--- src/rtl/fully_associative_lru_tlb_unit_macros.svh ---
// Assertion macros for the fully associative LRU TLB unit.
// Included by the top level; SYNTH turns every check into an empty line.
`ifndef FULLY_ASSOCIATIVE_LRU_TLB_UNIT_MACROS_SVH
`define FULLY_ASSOCIATIVE_LRU_TLB_UNIT_MACROS_SVH
`ifndef SYNTH
// Same-cycle implication, checked out of reset.
`define FATLB_ASSERT_NOW(lbl, clk_s, rstn_s, ante, cons) \
  lbl: assert property (@(posedge clk_s) disable iff (!rstn_s) (ante) |-> (cons)) \
    else $error("assertion failed: %m");
// Next-cycle implication, checked out of reset.
`define FATLB_ASSERT_NEXT(lbl, clk_s, rstn_s, ante, cons) \
  lbl: assert property (@(posedge clk_s) disable iff (!rstn_s) (ante) |=> (cons)) \
    else $error("assertion failed: %m");
`else
`define FATLB_ASSERT_NOW(lbl, clk_s, rstn_s, ante, cons)
`define FATLB_ASSERT_NEXT(lbl, clk_s, rstn_s, ante, cons)
`endif
`endif

--- src/rtl/fatlb_pkg.sv ---
// Shared types and constants of the fully associative LRU TLB unit.
// No dependencies; every other file of the block but the macro header uses it.
package fatlb_pkg;

  localparam int PAGE_W     = 52;
  localparam int ASID_W     = 16;
  localparam int CNT_W      = 32;
  localparam int OP_W       = 2;
  localparam int CFG_ADDR_W = 2;
  localparam int CFG_DATA_W = 16;

  // Operation codes; code 3 is undefined and leaves table and counters unchanged
  typedef enum logic [OP_W-1:0] {
    OP_LOOKUP = 2'd0,
    OP_ADD    = 2'd1,
    OP_FLUSH  = 2'd2
  } op_t;

  // Configuration register indexes
  localparam logic [CFG_ADDR_W-1:0] CFG_ASID_EN  = 2'd0;
  localparam logic [CFG_ADDR_W-1:0] CFG_CUR_ASID = 2'd1;

  // Controller states
  typedef enum logic [1:0] {
    ST_IDLE,
    ST_SCAN,
    ST_COMMIT
  } state_t;

  // Controller to datapath
  typedef struct packed {
    logic load;    // capture the accepted item, restart the scan
    logic scan;    // walk one entry per cycle
    logic commit;  // apply the update and load the result register
  } ctrl_cmd_t;

  // Datapath to controller
  typedef struct packed {
    logic scan_done;
  } dp_stat_t;

endpackage

--- src/rtl/fatlb_in_if.sv ---
// Input channel of the TLB unit: one operation per transfer.
// Depends on fatlb_pkg for field widths.
interface fatlb_in_if;
  logic                           valid;
  logic                           ready;
  logic [fatlb_pkg::OP_W-1:0]     operation;
  logic [fatlb_pkg::PAGE_W-1:0]   virtual_page;
  logic [fatlb_pkg::PAGE_W-1:0]   physical_page;

  modport source (output valid, output operation, output virtual_page,
                  output physical_page, input ready);
  modport sink   (input valid, input operation, input virtual_page,
                  input physical_page, output ready);
endinterface

--- src/rtl/fatlb_out_if.sv ---
// Result channel of the TLB unit: one result per operation.
// Depends on fatlb_pkg for field widths.
interface fatlb_out_if;
  logic                          valid;
  logic                          ready;
  logic                          hit;
  logic [fatlb_pkg::PAGE_W-1:0]  found_page;
  logic                          evicted;
  logic [fatlb_pkg::CNT_W-1:0]   lookup_count;
  logic [fatlb_pkg::CNT_W-1:0]   hit_count;
  logic [fatlb_pkg::CNT_W-1:0]   add_eviction_count;
  logic [fatlb_pkg::CNT_W-1:0]   flush_count;
  logic [fatlb_pkg::CNT_W-1:0]   flush_eviction_count;

  modport source (output valid, output hit, output found_page, output evicted,
                  output lookup_count, output hit_count, output add_eviction_count,
                  output flush_count, output flush_eviction_count, input ready);
  modport sink   (input valid, input hit, input found_page, input evicted,
                  input lookup_count, input hit_count, input add_eviction_count,
                  input flush_count, input flush_eviction_count, output ready);
endinterface

--- src/rtl/fatlb_cfg_if.sv ---
// Configuration write channel of the TLB unit: register index and data.
// Depends on fatlb_pkg for field widths.
interface fatlb_cfg_if;
  logic                              valid;
  logic                              ready;
  logic [fatlb_pkg::CFG_ADDR_W-1:0]  addr;
  logic [fatlb_pkg::CFG_DATA_W-1:0]  data;

  modport source (output valid, output addr, output data, input ready);
  modport sink   (input valid, input addr, input data, output ready);
endinterface

--- src/rtl/fatlb_ctrl.sv ---
// Controller of the TLB unit: sequences load, scan and commit, owns both handshakes.
// Depends on fatlb_pkg.
module fatlb_ctrl (
  input  logic                        clk,
  input  logic                        rst_n,
  input  logic                        in_valid,
  input  logic [fatlb_pkg::OP_W-1:0]  in_op,
  output logic                        in_ready,
  output logic                        out_valid,
  input  logic                        out_ready,
  input  fatlb_pkg::dp_stat_t         stat,
  output fatlb_pkg::ctrl_cmd_t        cmd
);

  fatlb_pkg::state_t state_r, state_nxt;
  logic              out_valid_r, out_valid_nxt;
  logic              needs_scan;

  // Lookups and adds walk the table; flush and the undefined code do not
  assign needs_scan = (in_op == fatlb_pkg::OP_LOOKUP) || (in_op == fatlb_pkg::OP_ADD);

  // State register and result-valid flag
  always_ff @(posedge clk) begin
    if (!rst_n) begin
      state_r     <= fatlb_pkg::ST_IDLE;
      out_valid_r <= 1'b0;
    end else begin
      state_r     <= state_nxt;
      out_valid_r <= out_valid_nxt;
    end
  end

  // Next state and commands
  always_comb begin
    state_nxt = state_r;
    cmd       = '0;
    in_ready  = 1'b0;
    case (state_r)
      fatlb_pkg::ST_IDLE: begin
        in_ready = 1'b1;
        if (in_valid) begin
          cmd.load  = 1'b1;
          state_nxt = needs_scan ? fatlb_pkg::ST_SCAN : fatlb_pkg::ST_COMMIT;
        end
      end
      fatlb_pkg::ST_SCAN: begin
        cmd.scan = 1'b1;
        if (stat.scan_done) begin
          state_nxt = fatlb_pkg::ST_COMMIT;
        end
      end
      fatlb_pkg::ST_COMMIT: begin
        // hold until the result register is free or being emptied
        if (!out_valid_r || out_ready) begin
          cmd.commit = 1'b1;
          state_nxt  = fatlb_pkg::ST_IDLE;
        end
      end
      default: begin
        state_nxt = fatlb_pkg::ST_IDLE;
      end
    endcase

    if (cmd.commit) begin
      out_valid_nxt = 1'b1;
    end else if (out_ready) begin
      out_valid_nxt = 1'b0;
    end else begin
      out_valid_nxt = out_valid_r;
    end
  end

  assign out_valid = out_valid_r;

endmodule

--- src/rtl/fatlb_dp.sv ---
// Datapath of the TLB unit: entry memory, rank and valid flops, scan trackers,
// statistics counters, configuration and result registers. Depends on fatlb_pkg.
module fatlb_dp #(
  parameter int ENTRIES = 16
) (
  input  logic                              clk,
  input  logic                              rst_n,
  input  fatlb_pkg::ctrl_cmd_t              cmd,
  output fatlb_pkg::dp_stat_t               stat,
  input  logic [fatlb_pkg::OP_W-1:0]        in_op,
  input  logic [fatlb_pkg::PAGE_W-1:0]      in_vpage,
  input  logic [fatlb_pkg::PAGE_W-1:0]      in_ppage,
  input  logic                              cfg_we,
  input  logic [fatlb_pkg::CFG_ADDR_W-1:0]  cfg_addr,
  input  logic [fatlb_pkg::CFG_DATA_W-1:0]  cfg_data,
  output logic                              hit,
  output logic [fatlb_pkg::PAGE_W-1:0]      found_page,
  output logic                              evicted,
  output logic [fatlb_pkg::CNT_W-1:0]       lookup_count,
  output logic [fatlb_pkg::CNT_W-1:0]       hit_count,
  output logic [fatlb_pkg::CNT_W-1:0]       add_eviction_count,
  output logic [fatlb_pkg::CNT_W-1:0]       flush_count,
  output logic [fatlb_pkg::CNT_W-1:0]       flush_eviction_count
);

  localparam int IW = (ENTRIES > 1) ? $clog2(ENTRIES) : 1;
  localparam int CW = $clog2(ENTRIES + 1);
  localparam int RW = IW;
  localparam logic [CW-1:0] FULL_CNT = CW'(ENTRIES);
  localparam logic [RW-1:0] LRU_RANK = RW'(ENTRIES - 1);

  typedef struct packed {
    logic [fatlb_pkg::PAGE_W-1:0] vpage;
    logic [fatlb_pkg::PAGE_W-1:0] ppage;
    logic [fatlb_pkg::ASID_W-1:0] asid;
  } entry_t;

  // Captured item
  logic [fatlb_pkg::OP_W-1:0]   op_r;
  logic [fatlb_pkg::PAGE_W-1:0] vp_r, pp_r;

  // Configuration
  logic                         asid_en_r;
  logic [fatlb_pkg::ASID_W-1:0] cur_asid_r;

  // Table state
  entry_t          mem [ENTRIES];
  entry_t          rd_ent_r;
  logic            valid_r   [ENTRIES];
  logic            valid_nxt [ENTRIES];
  logic [RW-1:0]   rank_r    [ENTRIES];
  logic [RW-1:0]   rank_nxt  [ENTRIES];
  logic [CW-1:0]   occ_r, occ_nxt;

  // Scan pipeline and trackers
  logic [CW-1:0]   rd_idx_r, rd_idx_nxt;
  logic            eval_v_r, eval_v_nxt;
  logic [IW-1:0]   eval_idx_r;
  logic            rd_valid_r;
  logic [RW-1:0]   rd_rank_r;
  logic            best_found_r, best_found_nxt;
  logic [IW-1:0]   best_idx_r;
  logic [RW-1:0]   best_rank_r;
  logic [fatlb_pkg::PAGE_W-1:0] best_pp_r;
  logic            slot_found_r, slot_found_nxt;
  logic [IW-1:0]   slot_idx_r;
  logic [IW-1:0]   victim_idx_r;

  // Counters and result
  logic [fatlb_pkg::CNT_W-1:0]  lookup_cnt_r, lookup_cnt_nxt;
  logic [fatlb_pkg::CNT_W-1:0]  hit_cnt_r, hit_cnt_nxt;
  logic [fatlb_pkg::CNT_W-1:0]  evict_cnt_r, evict_cnt_nxt;
  logic [fatlb_pkg::CNT_W-1:0]  flush_cnt_r, flush_cnt_nxt;
  logic [fatlb_pkg::CNT_W-1:0]  flush_ev_cnt_r, flush_ev_cnt_nxt;
  logic                         hit_r, hit_nxt;
  logic [fatlb_pkg::PAGE_W-1:0] found_r, found_nxt;
  logic                         evicted_r, evicted_nxt;

  logic            scan_rd, match, better, new_slot, is_lru, full, mem_we;
  logic [IW-1:0]   ins_idx;

  // Scan: one entry read per cycle, evaluated in the following cycle
  assign scan_rd  = cmd.scan && (rd_idx_r != FULL_CNT);
  assign match    = eval_v_r && rd_valid_r && (rd_ent_r.vpage == vp_r) &&
                    (!asid_en_r || (rd_ent_r.asid == cur_asid_r));
  assign better   = match && (!best_found_r || (rd_rank_r < best_rank_r));
  assign new_slot = eval_v_r && !rd_valid_r && !slot_found_r;
  assign is_lru   = eval_v_r && rd_valid_r && (rd_rank_r == LRU_RANK);
  assign full     = (occ_r == FULL_CNT);
  // when full, the victim's slot is the first free one after eviction
  assign ins_idx  = full ? victim_idx_r : slot_idx_r;

  assign stat.scan_done = (rd_idx_r == FULL_CNT) && !eval_v_r;

  always_comb begin
    rd_idx_nxt     = cmd.load ? '0 : (scan_rd ? rd_idx_r + 1'b1 : rd_idx_r);
    eval_v_nxt     = scan_rd;
    best_found_nxt = !cmd.load && (best_found_r || better);
    slot_found_nxt = !cmd.load && (slot_found_r || new_slot);
  end

  // Commit: rank, valid, occupancy, counters and result
  always_comb begin
    valid_nxt        = valid_r;
    rank_nxt         = rank_r;
    occ_nxt          = occ_r;
    lookup_cnt_nxt   = lookup_cnt_r;
    hit_cnt_nxt      = hit_cnt_r;
    evict_cnt_nxt    = evict_cnt_r;
    flush_cnt_nxt    = flush_cnt_r;
    flush_ev_cnt_nxt = flush_ev_cnt_r;
    hit_nxt          = 1'b0;
    found_nxt        = '0;
    evicted_nxt      = 1'b0;
    mem_we           = 1'b0;
    if (cmd.commit) begin
      case (op_r)
        fatlb_pkg::OP_LOOKUP: begin
          lookup_cnt_nxt = lookup_cnt_r + 1'b1;
          if (best_found_r) begin
            hit_cnt_nxt = hit_cnt_r + 1'b1;
            hit_nxt     = 1'b1;
            found_nxt   = best_pp_r;
            // entries more recent than the hit age by one
            for (int i = 0; i < ENTRIES; i++) begin
              if (valid_r[i] && (rank_r[i] < best_rank_r)) begin
                rank_nxt[i] = rank_r[i] + 1'b1;
              end
            end
            rank_nxt[best_idx_r] = '0;
          end
        end
        fatlb_pkg::OP_ADD: begin
          mem_we = 1'b1;
          if (full) begin
            evict_cnt_nxt = evict_cnt_r + 1'b1;
            evicted_nxt   = 1'b1;
          end else begin
            occ_nxt = occ_r + 1'b1;
          end
          // every surviving entry ages by one
          for (int i = 0; i < ENTRIES; i++) begin
            if (valid_r[i] && !(full && (IW'(i) == victim_idx_r))) begin
              rank_nxt[i] = rank_r[i] + 1'b1;
            end
          end
          valid_nxt[ins_idx] = 1'b1;
          rank_nxt[ins_idx]  = '0;
        end
        fatlb_pkg::OP_FLUSH: begin
          flush_cnt_nxt    = flush_cnt_r + 1'b1;
          flush_ev_cnt_nxt = flush_ev_cnt_r + fatlb_pkg::CNT_W'(occ_r);
          for (int i = 0; i < ENTRIES; i++) begin
            valid_nxt[i] = 1'b0;
            rank_nxt[i]  = '0;
          end
          occ_nxt = '0;
        end
        default: begin
        end
      endcase
    end
  end

  // Control state
  always_ff @(posedge clk) begin
    if (!rst_n) begin
      asid_en_r      <= 1'b0;
      cur_asid_r     <= '0;
      occ_r          <= '0;
      rd_idx_r       <= '0;
      eval_v_r       <= 1'b0;
      best_found_r   <= 1'b0;
      slot_found_r   <= 1'b0;
      lookup_cnt_r   <= '0;
      hit_cnt_r      <= '0;
      evict_cnt_r    <= '0;
      flush_cnt_r    <= '0;
      flush_ev_cnt_r <= '0;
      for (int i = 0; i < ENTRIES; i++) begin
        valid_r[i] <= 1'b0;
        rank_r[i]  <= '0;
      end
    end else begin
      if (cfg_we) begin
        case (cfg_addr)
          fatlb_pkg::CFG_ASID_EN:  asid_en_r  <= cfg_data[0];
          fatlb_pkg::CFG_CUR_ASID: cur_asid_r <= cfg_data[fatlb_pkg::ASID_W-1:0];
          default: begin
          end
        endcase
      end
      occ_r          <= occ_nxt;
      rd_idx_r       <= rd_idx_nxt;
      eval_v_r       <= eval_v_nxt;
      best_found_r   <= best_found_nxt;
      slot_found_r   <= slot_found_nxt;
      lookup_cnt_r   <= lookup_cnt_nxt;
      hit_cnt_r      <= hit_cnt_nxt;
      evict_cnt_r    <= evict_cnt_nxt;
      flush_cnt_r    <= flush_cnt_nxt;
      flush_ev_cnt_r <= flush_ev_cnt_nxt;
      valid_r        <= valid_nxt;
      rank_r         <= rank_nxt;
    end
  end

  // Payload registers
  always_ff @(posedge clk) begin
    if (cmd.load) begin
      op_r <= in_op;
      vp_r <= in_vpage;
      pp_r <= in_ppage;
    end
    if (scan_rd) begin
      eval_idx_r <= rd_idx_r[IW-1:0];
      rd_valid_r <= valid_r[rd_idx_r[IW-1:0]];
      rd_rank_r  <= rank_r[rd_idx_r[IW-1:0]];
    end
    if (better) begin
      best_idx_r  <= eval_idx_r;
      best_rank_r <= rd_rank_r;
      best_pp_r   <= rd_ent_r.ppage;
    end
    if (new_slot) begin
      slot_idx_r <= eval_idx_r;
    end
    if (is_lru) begin
      victim_idx_r <= eval_idx_r;
    end
    if (cmd.commit) begin
      hit_r     <= hit_nxt;
      found_r   <= found_nxt;
      evicted_r <= evicted_nxt;
    end
  end

  // Entry memory: one write port, one registered read port
  always_ff @(posedge clk) begin
    if (mem_we) begin
      mem[ins_idx] <= '{vpage: vp_r, ppage: pp_r, asid: cur_asid_r};
    end
    if (scan_rd) begin
      rd_ent_r <= mem[rd_idx_r[IW-1:0]];
    end
  end

  // Counters stay put while a result waits, so they feed the port directly
  assign hit                  = hit_r;
  assign found_page           = found_r;
  assign evicted              = evicted_r;
  assign lookup_count         = lookup_cnt_r;
  assign hit_count            = hit_cnt_r;
  assign add_eviction_count   = evict_cnt_r;
  assign flush_count          = flush_cnt_r;
  assign flush_eviction_count = flush_ev_cnt_r;

endmodule

--- src/rtl/fully_associative_lru_tlb_unit.sv ---
// Top level of the fully associative LRU TLB unit: controller plus datapath.
// Depends on fatlb_pkg, the three channel interfaces, fatlb_ctrl, fatlb_dp
// and the assertion macro header.
//
//   channel   direction  carries
//   in_if     sink       operation, virtual_page, physical_page
//   out_if    source     hit, found_page, evicted, five statistics counters
//   cfg_if    sink       addr (0 asid_enable, 1 current_asid), data
//
// A lookup or add is accepted, walks the table one entry per cycle through the
// entry memory's read port, then commits; the next item is taken only after that.
// A flush or an undefined operation skips the walk and goes straight to commit.
// Reset (rst_n low, synchronous) empties the table and clears counters and config.
// A result waits in its register while the next item is accepted; a stalled
// output only holds the commit step. Configuration writes are always taken.
`include "fully_associative_lru_tlb_unit_macros.svh"

module fully_associative_lru_tlb_unit #(
  parameter int ENTRIES = 16
) (
  input  logic         clk,
  input  logic         rst_n,
  fatlb_in_if.sink     in_if,
  fatlb_out_if.source  out_if,
  fatlb_cfg_if.sink    cfg_if
);

  fatlb_pkg::ctrl_cmd_t cmd;
  fatlb_pkg::dp_stat_t  stat;

  // Configuration transfers are accepted every cycle
  assign cfg_if.ready = 1'b1;

  // Sequencer
  fatlb_ctrl u_ctrl (
    .clk       (clk),
    .rst_n     (rst_n),
    .in_valid  (in_if.valid),
    .in_op     (in_if.operation),
    .in_ready  (in_if.ready),
    .out_valid (out_if.valid),
    .out_ready (out_if.ready),
    .stat      (stat),
    .cmd       (cmd)
  );

  // Table, counters and result
  fatlb_dp #(
    .ENTRIES (ENTRIES)
  ) u_dp (
    .clk                  (clk),
    .rst_n                (rst_n),
    .cmd                  (cmd),
    .stat                 (stat),
    .in_op                (in_if.operation),
    .in_vpage             (in_if.virtual_page),
    .in_ppage             (in_if.physical_page),
    .cfg_we               (cfg_if.valid),
    .cfg_addr             (cfg_if.addr),
    .cfg_data             (cfg_if.data),
    .hit                  (out_if.hit),
    .found_page           (out_if.found_page),
    .evicted              (out_if.evicted),
    .lookup_count         (out_if.lookup_count),
    .hit_count            (out_if.hit_count),
    .add_eviction_count   (out_if.add_eviction_count),
    .flush_count          (out_if.flush_count),
    .flush_eviction_count (out_if.flush_eviction_count)
  );

  // Checks
  `FATLB_ASSERT_NEXT(a_accept_then_busy, clk, rst_n, in_if.valid && in_if.ready, !in_if.ready)
  `FATLB_ASSERT_NOW(a_result_after_commit, clk, rst_n, $rose(out_if.valid), $past(cmd.commit))
  `FATLB_ASSERT_NOW(a_miss_page_zero, clk, rst_n, out_if.valid && !out_if.hit, out_if.found_page == '0)
  `FATLB_ASSERT_NOW(a_hit_evict_excl, clk, rst_n, out_if.valid, !(out_if.hit && out_if.evicted))

endmodule
--- src/flat_wrapper.sv ---
// flat-port wrapper written by rule: the top's interface ports become plain ports
module fully_associative_lru_tlb_unit_flat 
#(
  parameter int ENTRIES = 16
)
  (clk, rst_n, in_if_valid, in_if_operation, in_if_virtual_page, in_if_physical_page, in_if_ready, out_if_valid, out_if_hit, out_if_found_page, out_if_evicted, out_if_lookup_count, out_if_hit_count, out_if_add_eviction_count, out_if_flush_count, out_if_flush_eviction_count, out_if_ready, cfg_if_valid, cfg_if_addr, cfg_if_data, cfg_if_ready);
  fatlb_in_if in_if_i ();
  fatlb_out_if out_if_i ();
  fatlb_cfg_if cfg_if_i ();
  input  logic clk;
  input  logic rst_n;
  input wire logic [$bits(in_if_i.valid)-1:0] in_if_valid;
  input wire logic [$bits(in_if_i.operation)-1:0] in_if_operation;
  input wire logic [$bits(in_if_i.virtual_page)-1:0] in_if_virtual_page;
  input wire logic [$bits(in_if_i.physical_page)-1:0] in_if_physical_page;
  output wire logic [$bits(in_if_i.ready)-1:0] in_if_ready;
  output wire logic [$bits(out_if_i.valid)-1:0] out_if_valid;
  output wire logic [$bits(out_if_i.hit)-1:0] out_if_hit;
  output wire logic [$bits(out_if_i.found_page)-1:0] out_if_found_page;
  output wire logic [$bits(out_if_i.evicted)-1:0] out_if_evicted;
  output wire logic [$bits(out_if_i.lookup_count)-1:0] out_if_lookup_count;
  output wire logic [$bits(out_if_i.hit_count)-1:0] out_if_hit_count;
  output wire logic [$bits(out_if_i.add_eviction_count)-1:0] out_if_add_eviction_count;
  output wire logic [$bits(out_if_i.flush_count)-1:0] out_if_flush_count;
  output wire logic [$bits(out_if_i.flush_eviction_count)-1:0] out_if_flush_eviction_count;
  input wire logic [$bits(out_if_i.ready)-1:0] out_if_ready;
  input wire logic [$bits(cfg_if_i.valid)-1:0] cfg_if_valid;
  input wire logic [$bits(cfg_if_i.addr)-1:0] cfg_if_addr;
  input wire logic [$bits(cfg_if_i.data)-1:0] cfg_if_data;
  output wire logic [$bits(cfg_if_i.ready)-1:0] cfg_if_ready;
  assign in_if_i.valid = in_if_valid;
  assign in_if_i.operation = in_if_operation;
  assign in_if_i.virtual_page = in_if_virtual_page;
  assign in_if_i.physical_page = in_if_physical_page;
  assign in_if_ready = in_if_i.ready;
  assign out_if_valid = out_if_i.valid;
  assign out_if_hit = out_if_i.hit;
  assign out_if_found_page = out_if_i.found_page;
  assign out_if_evicted = out_if_i.evicted;
  assign out_if_lookup_count = out_if_i.lookup_count;
  assign out_if_hit_count = out_if_i.hit_count;
  assign out_if_add_eviction_count = out_if_i.add_eviction_count;
  assign out_if_flush_count = out_if_i.flush_count;
  assign out_if_flush_eviction_count = out_if_i.flush_eviction_count;
  assign out_if_i.ready = out_if_ready;
  assign cfg_if_i.valid = cfg_if_valid;
  assign cfg_if_i.addr = cfg_if_addr;
  assign cfg_if_i.data = cfg_if_data;
  assign cfg_if_ready = cfg_if_i.ready;
  fully_associative_lru_tlb_unit #(.ENTRIES(ENTRIES)) u_core (.clk(clk), .rst_n(rst_n), .in_if(in_if_i), .out_if(out_if_i), .cfg_if(cfg_if_i));
endmodule
--- config.mk ---
export PLATFORM = sky130hd
export DESIGN_NAME = fully_associative_lru_tlb_unit_flat
export DESIGN_NICKNAME = d
export VERILOG_FILES = /design/src/rtl/fatlb_pkg.sv /design/src/rtl/fatlb_in_if.sv /design/src/rtl/fatlb_out_if.sv /design/src/rtl/fatlb_cfg_if.sv /design/src/rtl/fatlb_ctrl.sv /design/src/rtl/fatlb_dp.sv /design/src/rtl/fully_associative_lru_tlb_unit.sv /design/src/flat_wrapper.sv
export VERILOG_INCLUDE_DIRS = /design/src /design/src/rtl
export SDC_FILE = /design/constraint.sdc
export NUM_CORES = 2
export LEC_CHECK = 0
export BUFFER_PORTS_ARGS = -buffer_cell sky130_fd_sc_hd__buf_2
export CAP_MARGIN = 20
export CORE_MARGIN = 1
export CORE_UTILIZATION = 25
export DETAILED_ROUTE_END_ITERATION = 7
export PLACE_DENSITY = 0.48
export SETUP_SLACK_MARGIN = 0.1
export SYNTH_ARGS = -nofsm -noshare
export SYNTH_HDL_FRONTEND = slang
export SYNTH_SLANG_ARGS = --single-unit
--- constraint.sdc ---
create_clock -name clk -period 9.9 [get_ports clk]
set_clock_uncertainty 0.05 [all_clocks]
set_input_delay 0.495 -clock clk [delete_from_list [all_inputs] [get_ports clk]]
set_output_delay 0.495 -clock clk [all_outputs]
set_load 0.01 [all_outputs]
**Word level (Yosys, flattened, before mapping)**

Memory sizes are Yosys's and may differ from the RTL's. A register that Yosys moved wholly into a read port is not among the register bits.
Cells that the tools add are included.
Widths: inputs -> output; s select.

- Output and inout port bits: 217
- Bits in writable memories: 1920
- Memories: 1
- Logic and storage cells: 406
- Bits in registers: 510

Memories:

| memory | words | bits a word | rd ports | clocked after memory_dff | wr ports | line | text |
|---|---|---|---|---|---|---|---|
| u_core.u_dp.mem | 16 | 120 | 1 | 1 | 1 | fatlb_dp.sv:47 | `entry_t mem [ENTRIES];` |

- Reductions and logical operators: 110
- Muxes and demuxes: 149
- Bitwise operators: 9
- Equality and inequality tests: 32
- $lt $le $gt $ge: 22
- Add/sub/neg operators: 23

Operator list:

| kind | number |
|---|---|
| $mux 4 | 117 |
| $pmux 64 s3 | 1 |
| $add 32x1->32 const B | 4 |
| $and 64x64->64 | 2 |
| $not 64->64 | 2 |
| $lt 4x4->1 | 17 |
| $add 4x1->4 const B | 16 |
| $mux 64 | 1 |
| $logic_and 1x1->1 | 61 |
| $eq 52x52->1 | 1 |
| $add 32x5->32 | 1 |
| $demux 4 s4 | 2 |
| $eq 4x4->1 const A | 8 |
| $pmux 16 s2 | 1 |
| $logic_not 1->1 | 23 |
| $mux 1 | 17 |
| $bmux 4 s4 | 1 |
| $eq 16x16->1 | 1 |
| $eq 3x4->1 const A | 4 |
| $or 16x16->16 | 1 |
| $ge 5x5->1 const B | 3 |
| $not 4->5 | 3 |
| $reduce_and 3->1 | 5 |
| $reduce_and 2->1 | 6 |
| 24 further kinds | 47 |

**Logic depth before layout (Yosys ltp)**

- Depth in word-level cells: 10
- Depth in mapped cells: 11
- Mapped depth without buffers: 9

**Modules after synthesis**

A second synthesis with hierarchy kept.

- Cells, all modules: 5102
- Area, all modules: 99823.2 um2

By module, submodules not included:

| module | area each (um2) | seq. area each (um2) | cells an instance | times used |
|---|---|---|---|---|
| fatlb_dp | 99633.1 | 73780.8 | 5081 | 1 |
| fatlb_ctrl | 178.9 | 60.1 | 19 | 1 |
| fully_associative_lru_tlb_unit | 11.3 | 0.0 | 2 | 1 |

**Worst setup path before layout**

OpenSTA, ideal clock, no wires.

- Path type: reg-to-reg
- Start point: register u_core.u_dp.occ_r[1]
- End point: memory u_core.u_dp.mem[12][0] in the netlist's numbering, enable pin
- Library setup time: 600 ps
- Data arrival time: 6737 ps
- Cell stages (with the launch flop): 10
- Setup slack: 2513 ps
- Clock period less this slack: 7387 ps
- Required time: 9250 ps
- Path through: dfxtp_1 inv_1 ha_1 and4bb_2 buf_4 buf_2 clkbuf_1 nand2_1 a21boi_0 nor2_1

- Cells in the longest elaborated chain, start to end: 2

Ends and longest elaborated chain:

| what | line | text |
|---|---|---|
| start, declared | fatlb_dp.sv:53 | `logic [CW-1:0] occ_r, occ_nxt;` |
| start signal, assigned | fatlb_dp.sv:193 | `occ_r <= occ_nxt;` |
| $eq 5x5->1 | fatlb_dp.sv:89 | `assign full = (occ_r == FULL_CNT);` |
| $mux 4 | fatlb_dp.sv:91 | `assign ins_idx = full ? victim_idx_r : slot_idx_r;` |
| end, declared | fatlb_dp.sv:47 |  |

No other way between the ends.

**Worst setup path after layout**

- Start point: register u_core.u_dp.vp_r[16] in the netlist's numbering
- End point: register u_core.u_dp.best_pp_r[42] in the netlist's numbering, enable pin

- Cells in the longest elaborated chain, start to end: 4

Ends and longest elaborated chain:

| what | line | text |
|---|---|---|
| start, declared | fatlb_dp.sv:40 | `logic [fatlb_pkg::PAGE_W-1:0] vp_r, pp_r;` |
| start signal, assigned | fatlb_dp.sv:212 | `vp_r <= in_vpage;` |
| $eq 52x52->1 | fatlb_dp.sv:84 | `assign match = eval_v_r && rd_valid_r && (rd_ent_r.vpage == vp_r) &&` |
| $logic_and 1x1->1 (2 in series) | fatlb_dp.sv:84 |  |
| $logic_and 1x1->1 | fatlb_dp.sv:86 | `assign better = match && (!best_found_r \|\| (rd_rank_r < best_rank_r));` |
| net u_core.u_dp.better | fatlb_dp.sv:79 | `logic scan_rd, match, better, new_slot, is_lru, full, mem_we;` |
| end signal, assigned | fatlb_dp.sv:223 | `best_pp_r <= rd_ent_r.ppage;` |
| end, declared | fatlb_dp.sv:64 | `logic [fatlb_pkg::PAGE_W-1:0] best_pp_r;` |

The timed path passes the listed nets, and every way through them passes these cells.
A chain may end at the register's enable or synchronous reset.

==> flow_metrics.py <==
metrics = {
    "finish": {
        "syn_to_final_growth_pct": 18.86,
        "seqCellArea_um2": 73860,
        "multiInputGateArea_um2": 25000,
        "n_fill_cell": 38707,
        "final_nets": 5998,
        "final_core_util_pct": 29.93,
        "fraction_of_layout_cells_with_a_size_suffix_above_1_pct": 25.63,
    },
    "worst_setup_path": {
        "required_ns": 10.37,
        "endpoint_arrival_time_on_the_critical_path_ns": 5.08,
        "minimum_setup_slack_among_reg_to_reg_paths_ns": 5.30,
        "critical_path.endpoint_type": "flop",
        "critPathKind": "flop to flop",
        "r2r_cells": 8,
        "worst-path-max-fanout": 34,
        "worst_setup_path_start_kind": "flop",
    },
    "sta": {
        "hold_viol_final": 0,
        "max_freq_ghz": 0.2172,
        "report.final.setup_viol": 0,
        "slew_violations": 0,
        "hold_slack_ns": 0.05822,
        "finalSetupTns_ns": 0,
        "final_period_minus_worst_setup_slack_ns": 4.605,
        "period_share_pct": 46.51,
        "rsz0062_at_grt": "no",
        "worst_pin_slew_ns": 1.231,
        "relSlewSlack_pct": 17.92,
    },
    "routing": {
        "number_of_vias_in_the_routed_layout": 51861,
        "drt_first_iter_violations": 4174,
        "post_drt_via_cell_ratio": 4.605,
        "routed_wirelength_um": 276100,
        "drtAntennaViolNets": 0,
        "drcViolationCount": 0,
        "drt-pass1-iter-count": 6,
        "routedWlPerCell_um": 24.52,
    },
    "synthesis": {
        "synthesis.instances": 5171,
        "synthDistinctLibCells": 83,
        "synth_top_flop_cell": "sky130_fd_sc_hd__edfxtp_1",
        "synthSimpleGateAreaFrac_pct": 4.885,
        "synth.area.top_cells": "sky130_fd_sc_hd__edfxtp_1 68%, sky130_fd_sc_hd__mux4_2 14%, sky130_fd_sc_hd__dfxtp_1 5.5%, sky130_fd_sc_hd__ha_1 1.1%, sky130_fd_sc_hd__nor2_1 0.91%",
        "synth.most_common_cell": "sky130_fd_sc_hd__edfxtp_1",
        "synth-xor-area-share_pct": 1.726,
        "syn_area_um2": 99940,
        "mean_area_per_synthesized_cell_um2": 19.33,
        "synth_commonest_cells": "2277 x sky130_fd_sc_hd__edfxtp_1, 625 x sky130_fd_sc_hd__mux4_2, 273 x sky130_fd_sc_hd__dfxtp_1",
        "sequential_area_share_after_synthesis_pct": 73.89,
        "synth_mux_area_share_pct": 14.50,
        "ys_warn_count": 0,
        "count_of_state_elements_after_synthesis": 2550,
        "count_of_flip_flops_with_a_built_in_enable_after_synthesis": 2277,
        "synth_top_family_by_area": "multiplexers",
        "synthAdderAreaFrac_pct": 1.072,
        "syn_nets": 5385,
        "async_reset_ff_share_pct": 0,
        "synthDominantCellAreaShare_pct": 68.42,
        "synth_compound_area_share_pct": 2.665,
        "synth_top_cell_by_area": "sky130_fd_sc_hd__edfxtp_1",
    },
    "clock_tree": {
        "ctsLongestPathBuffers": 4,
        "worstSkewPairLatency_ns": 0.91,
        "clk_pin_slew_ns": 0.06,
        "htreeDepth": 5,
        "cts_tree": "built",
        "clkSinkCount": 2550,
        "cts_made_buffers": 293,
        "cts-root-buf": "sky130_fd_sc_hd__clkbuf_16",
        "post_cts_setup_buffer_count": 0,
    },
    "die": {
        "num_rows": 231,
        "fp.dieArea_um2": 402300,
        "coreArea_um2": 396800,
        "io_pins": 346,
        "die_h_um": 634.3,
        "chipWidth_um": 634.3,
        "initial_cell_density_of_the_core_pct": 25.18,
    },
    "outcome": {
        "status": "finished clean",
    },
    "global_routing": {
        "grt_pass1_wl_um": 396100,
        "antenna_found_initial": 18,
        "groute.usage.overall_pct": 13.46,
        "first_global_vias": 53649,
        "grt_start_max_net_pins": 151,
        "globalRoute.totalOverflow": 0,
    },
    "placed_design": {
        "placement.io_buffers": 344,
        "dp.final_hpwl_um": 148000,
        "place.gp.congestion": 0.7897,
    },
    "power_and_ir_drop": {
        "powerDensity_nw_per_um2": 196.0,
        "worst_ir_drop_vdd_v": 0.0001319,
        "design_power_total_mw": 23.28,
        "leakage_power_of_the_design_nw": 36.91,
    },
    "flow_run": {
        "cap_violations": 0,
    },
    "hold_path": {
        "hold_path_class": "primary input to flop",
        "min_path_cells": 3,
    },
}
==> stage by stage <==
step                instances  setup slack (ns)  area [um^2]
floorplan                5171             2.513        99940
global placement        10610             5.251       108300
detailed placement      10613             5.265       108300
CTS                     11253             5.224       118800
global route            11256             5.054       118800
finish                  11261             5.295       118800
==> critical path: stages, from the launching register on <==
cell	delay, ns
sky130_fd_sc_hd__edfxtp_1	0.64
sky130_fd_sc_hd__nor2b_1	0.25
sky130_fd_sc_hd__a2111oi_0	0.41
sky130_fd_sc_hd__nand4_1	0.15
sky130_fd_sc_hd__nor4_1	0.73
sky130_fd_sc_hd__nand4_1	0.52
sky130_fd_sc_hd__a21oi_4	0.24
sky130_fd_sc_hd__buf_4	0.59
sky130_fd_sc_hd__buf_4	0.57
==> worst paths after layout <==
check,end,from
worst min register to register,u_core.u_dp.best_pp_r[17],u_core.u_dp.rd_ent_r[33]
worst min-delay path,u_core.u_dp.cur_asid_r[13],cfg_if_data[13]
worst max register to register,u_core.u_dp.best_pp_r[42],u_core.u_dp.vp_r[16]
worst max-delay path,u_core.u_dp.best_pp_r[42],u_core.u_dp.vp_r[16]
==> cell usage in the layout, fill, tap and decap left out, types with 57 or more instances in the layout <==
| master | instances |
|---|---|
| sky130_fd_sc_hd__clkbuf_1 | 69 |
| sky130_fd_sc_hd__xor2_1 | 102 |
| sky130_fd_sc_hd__and3_1 | 88 |
| sky130_fd_sc_hd__nor2_1 | 225 |
| sky130_fd_sc_hd__edfxtp_1 | 2277 |
| sky130_fd_sc_hd__dfxtp_1 | 268 |
| sky130_fd_sc_hd__ha_1 | 83 |
| sky130_fd_sc_hd__inv_1 | 66 |
| sky130_fd_sc_hd__nand4_1 | 57 |
| sky130_fd_sc_hd__nand3_1 | 99 |
| sky130_fd_sc_hd__a21oi_1 | 141 |
| sky130_fd_sc_hd__nand2_1 | 210 |
| sky130_fd_sc_hd__buf_2 | 346 |
| sky130_fd_sc_hd__mux4_2 | 625 |
| sky130_fd_sc_hd__buf_4 | 76 |
| sky130_fd_sc_hd__xnor2_1 | 95 |
| sky130_fd_sc_hd__dlygate4sd3_1 | 116 |
| sky130_fd_sc_hd__clkbuf_16 | 300 |
| sky130_fd_sc_hd__o21ai_0 | 71 |
==> registers in the layout, indices dropped and copies added (netlist names), 16 cells and up <==
register and cells:
u_core.u_dp.add_eviction_count 32, u_core.u_dp.best_pp_r 52, u_core.u_dp.cur_asid_r 16, u_core.u_dp.flush_count 32
u_core.u_dp.flush_eviction_count 32, u_core.u_dp.found_page 52, u_core.u_dp.hit_count 32, u_core.u_dp.lookup_count 32
u_core.u_dp.mem 1920, u_core.u_dp.pp_r 52, u_core.u_dp.rank_r 64, u_core.u_dp.rd_ent_r 120
u_core.u_dp.valid_r 16, u_core.u_dp.vp_r 52
==> routing by layer <==
metal	vias up	track usage, %	part of all wire, %	routed length [um]
met5	-	0	0.0047	13
met4	2	3.162	2.0	5635
met3	394	1.739	4.3	12010
met2	1322	22.87	49	135500
met1	27831	18.24	45	123000
li1	22312	-	-	-
==> cell families after synthesis <==
family / count (synthesis)
DFF: 2550
and+or+nand+nor: 953
muxes: 665
AOI/OAI and AO/OA: 414
buffers and inverters: 306
xor gates and xnor gates: 197
adders and majority gates: 85
other: 1
==> power by group <==
group | internal (mW) | switching (mW)
Combinational | 0.286 | 0.405
Sequential | 11.9 | 0.195
Clock | 6.05 | 4.46
==> area by class of cell <==
| class | count | area share (%) |
|---|---|---|
| Sequential cell | 2550 | 62.18 |
| Tap cell | 5242 | 5.522 |
| Clock buffer | 376 | 6.619 |
| Clock inverter | 148 | 1.174 |
| Multi-Input combinational cell | 2315 | 21.05 |
| Antenna cell | 6 | 0.01264 |
| Timing Repair Buffer | 557 | 3.228 |
| Inverter | 67 | 0.2159 |
==> repair_timing <==
action / CTS / global route
hold buffers: 116 / 0
hold endpoints to repair: 118 / 0
gates resized for setup: 0 / 0
Power figures use the tool's default switching activity.
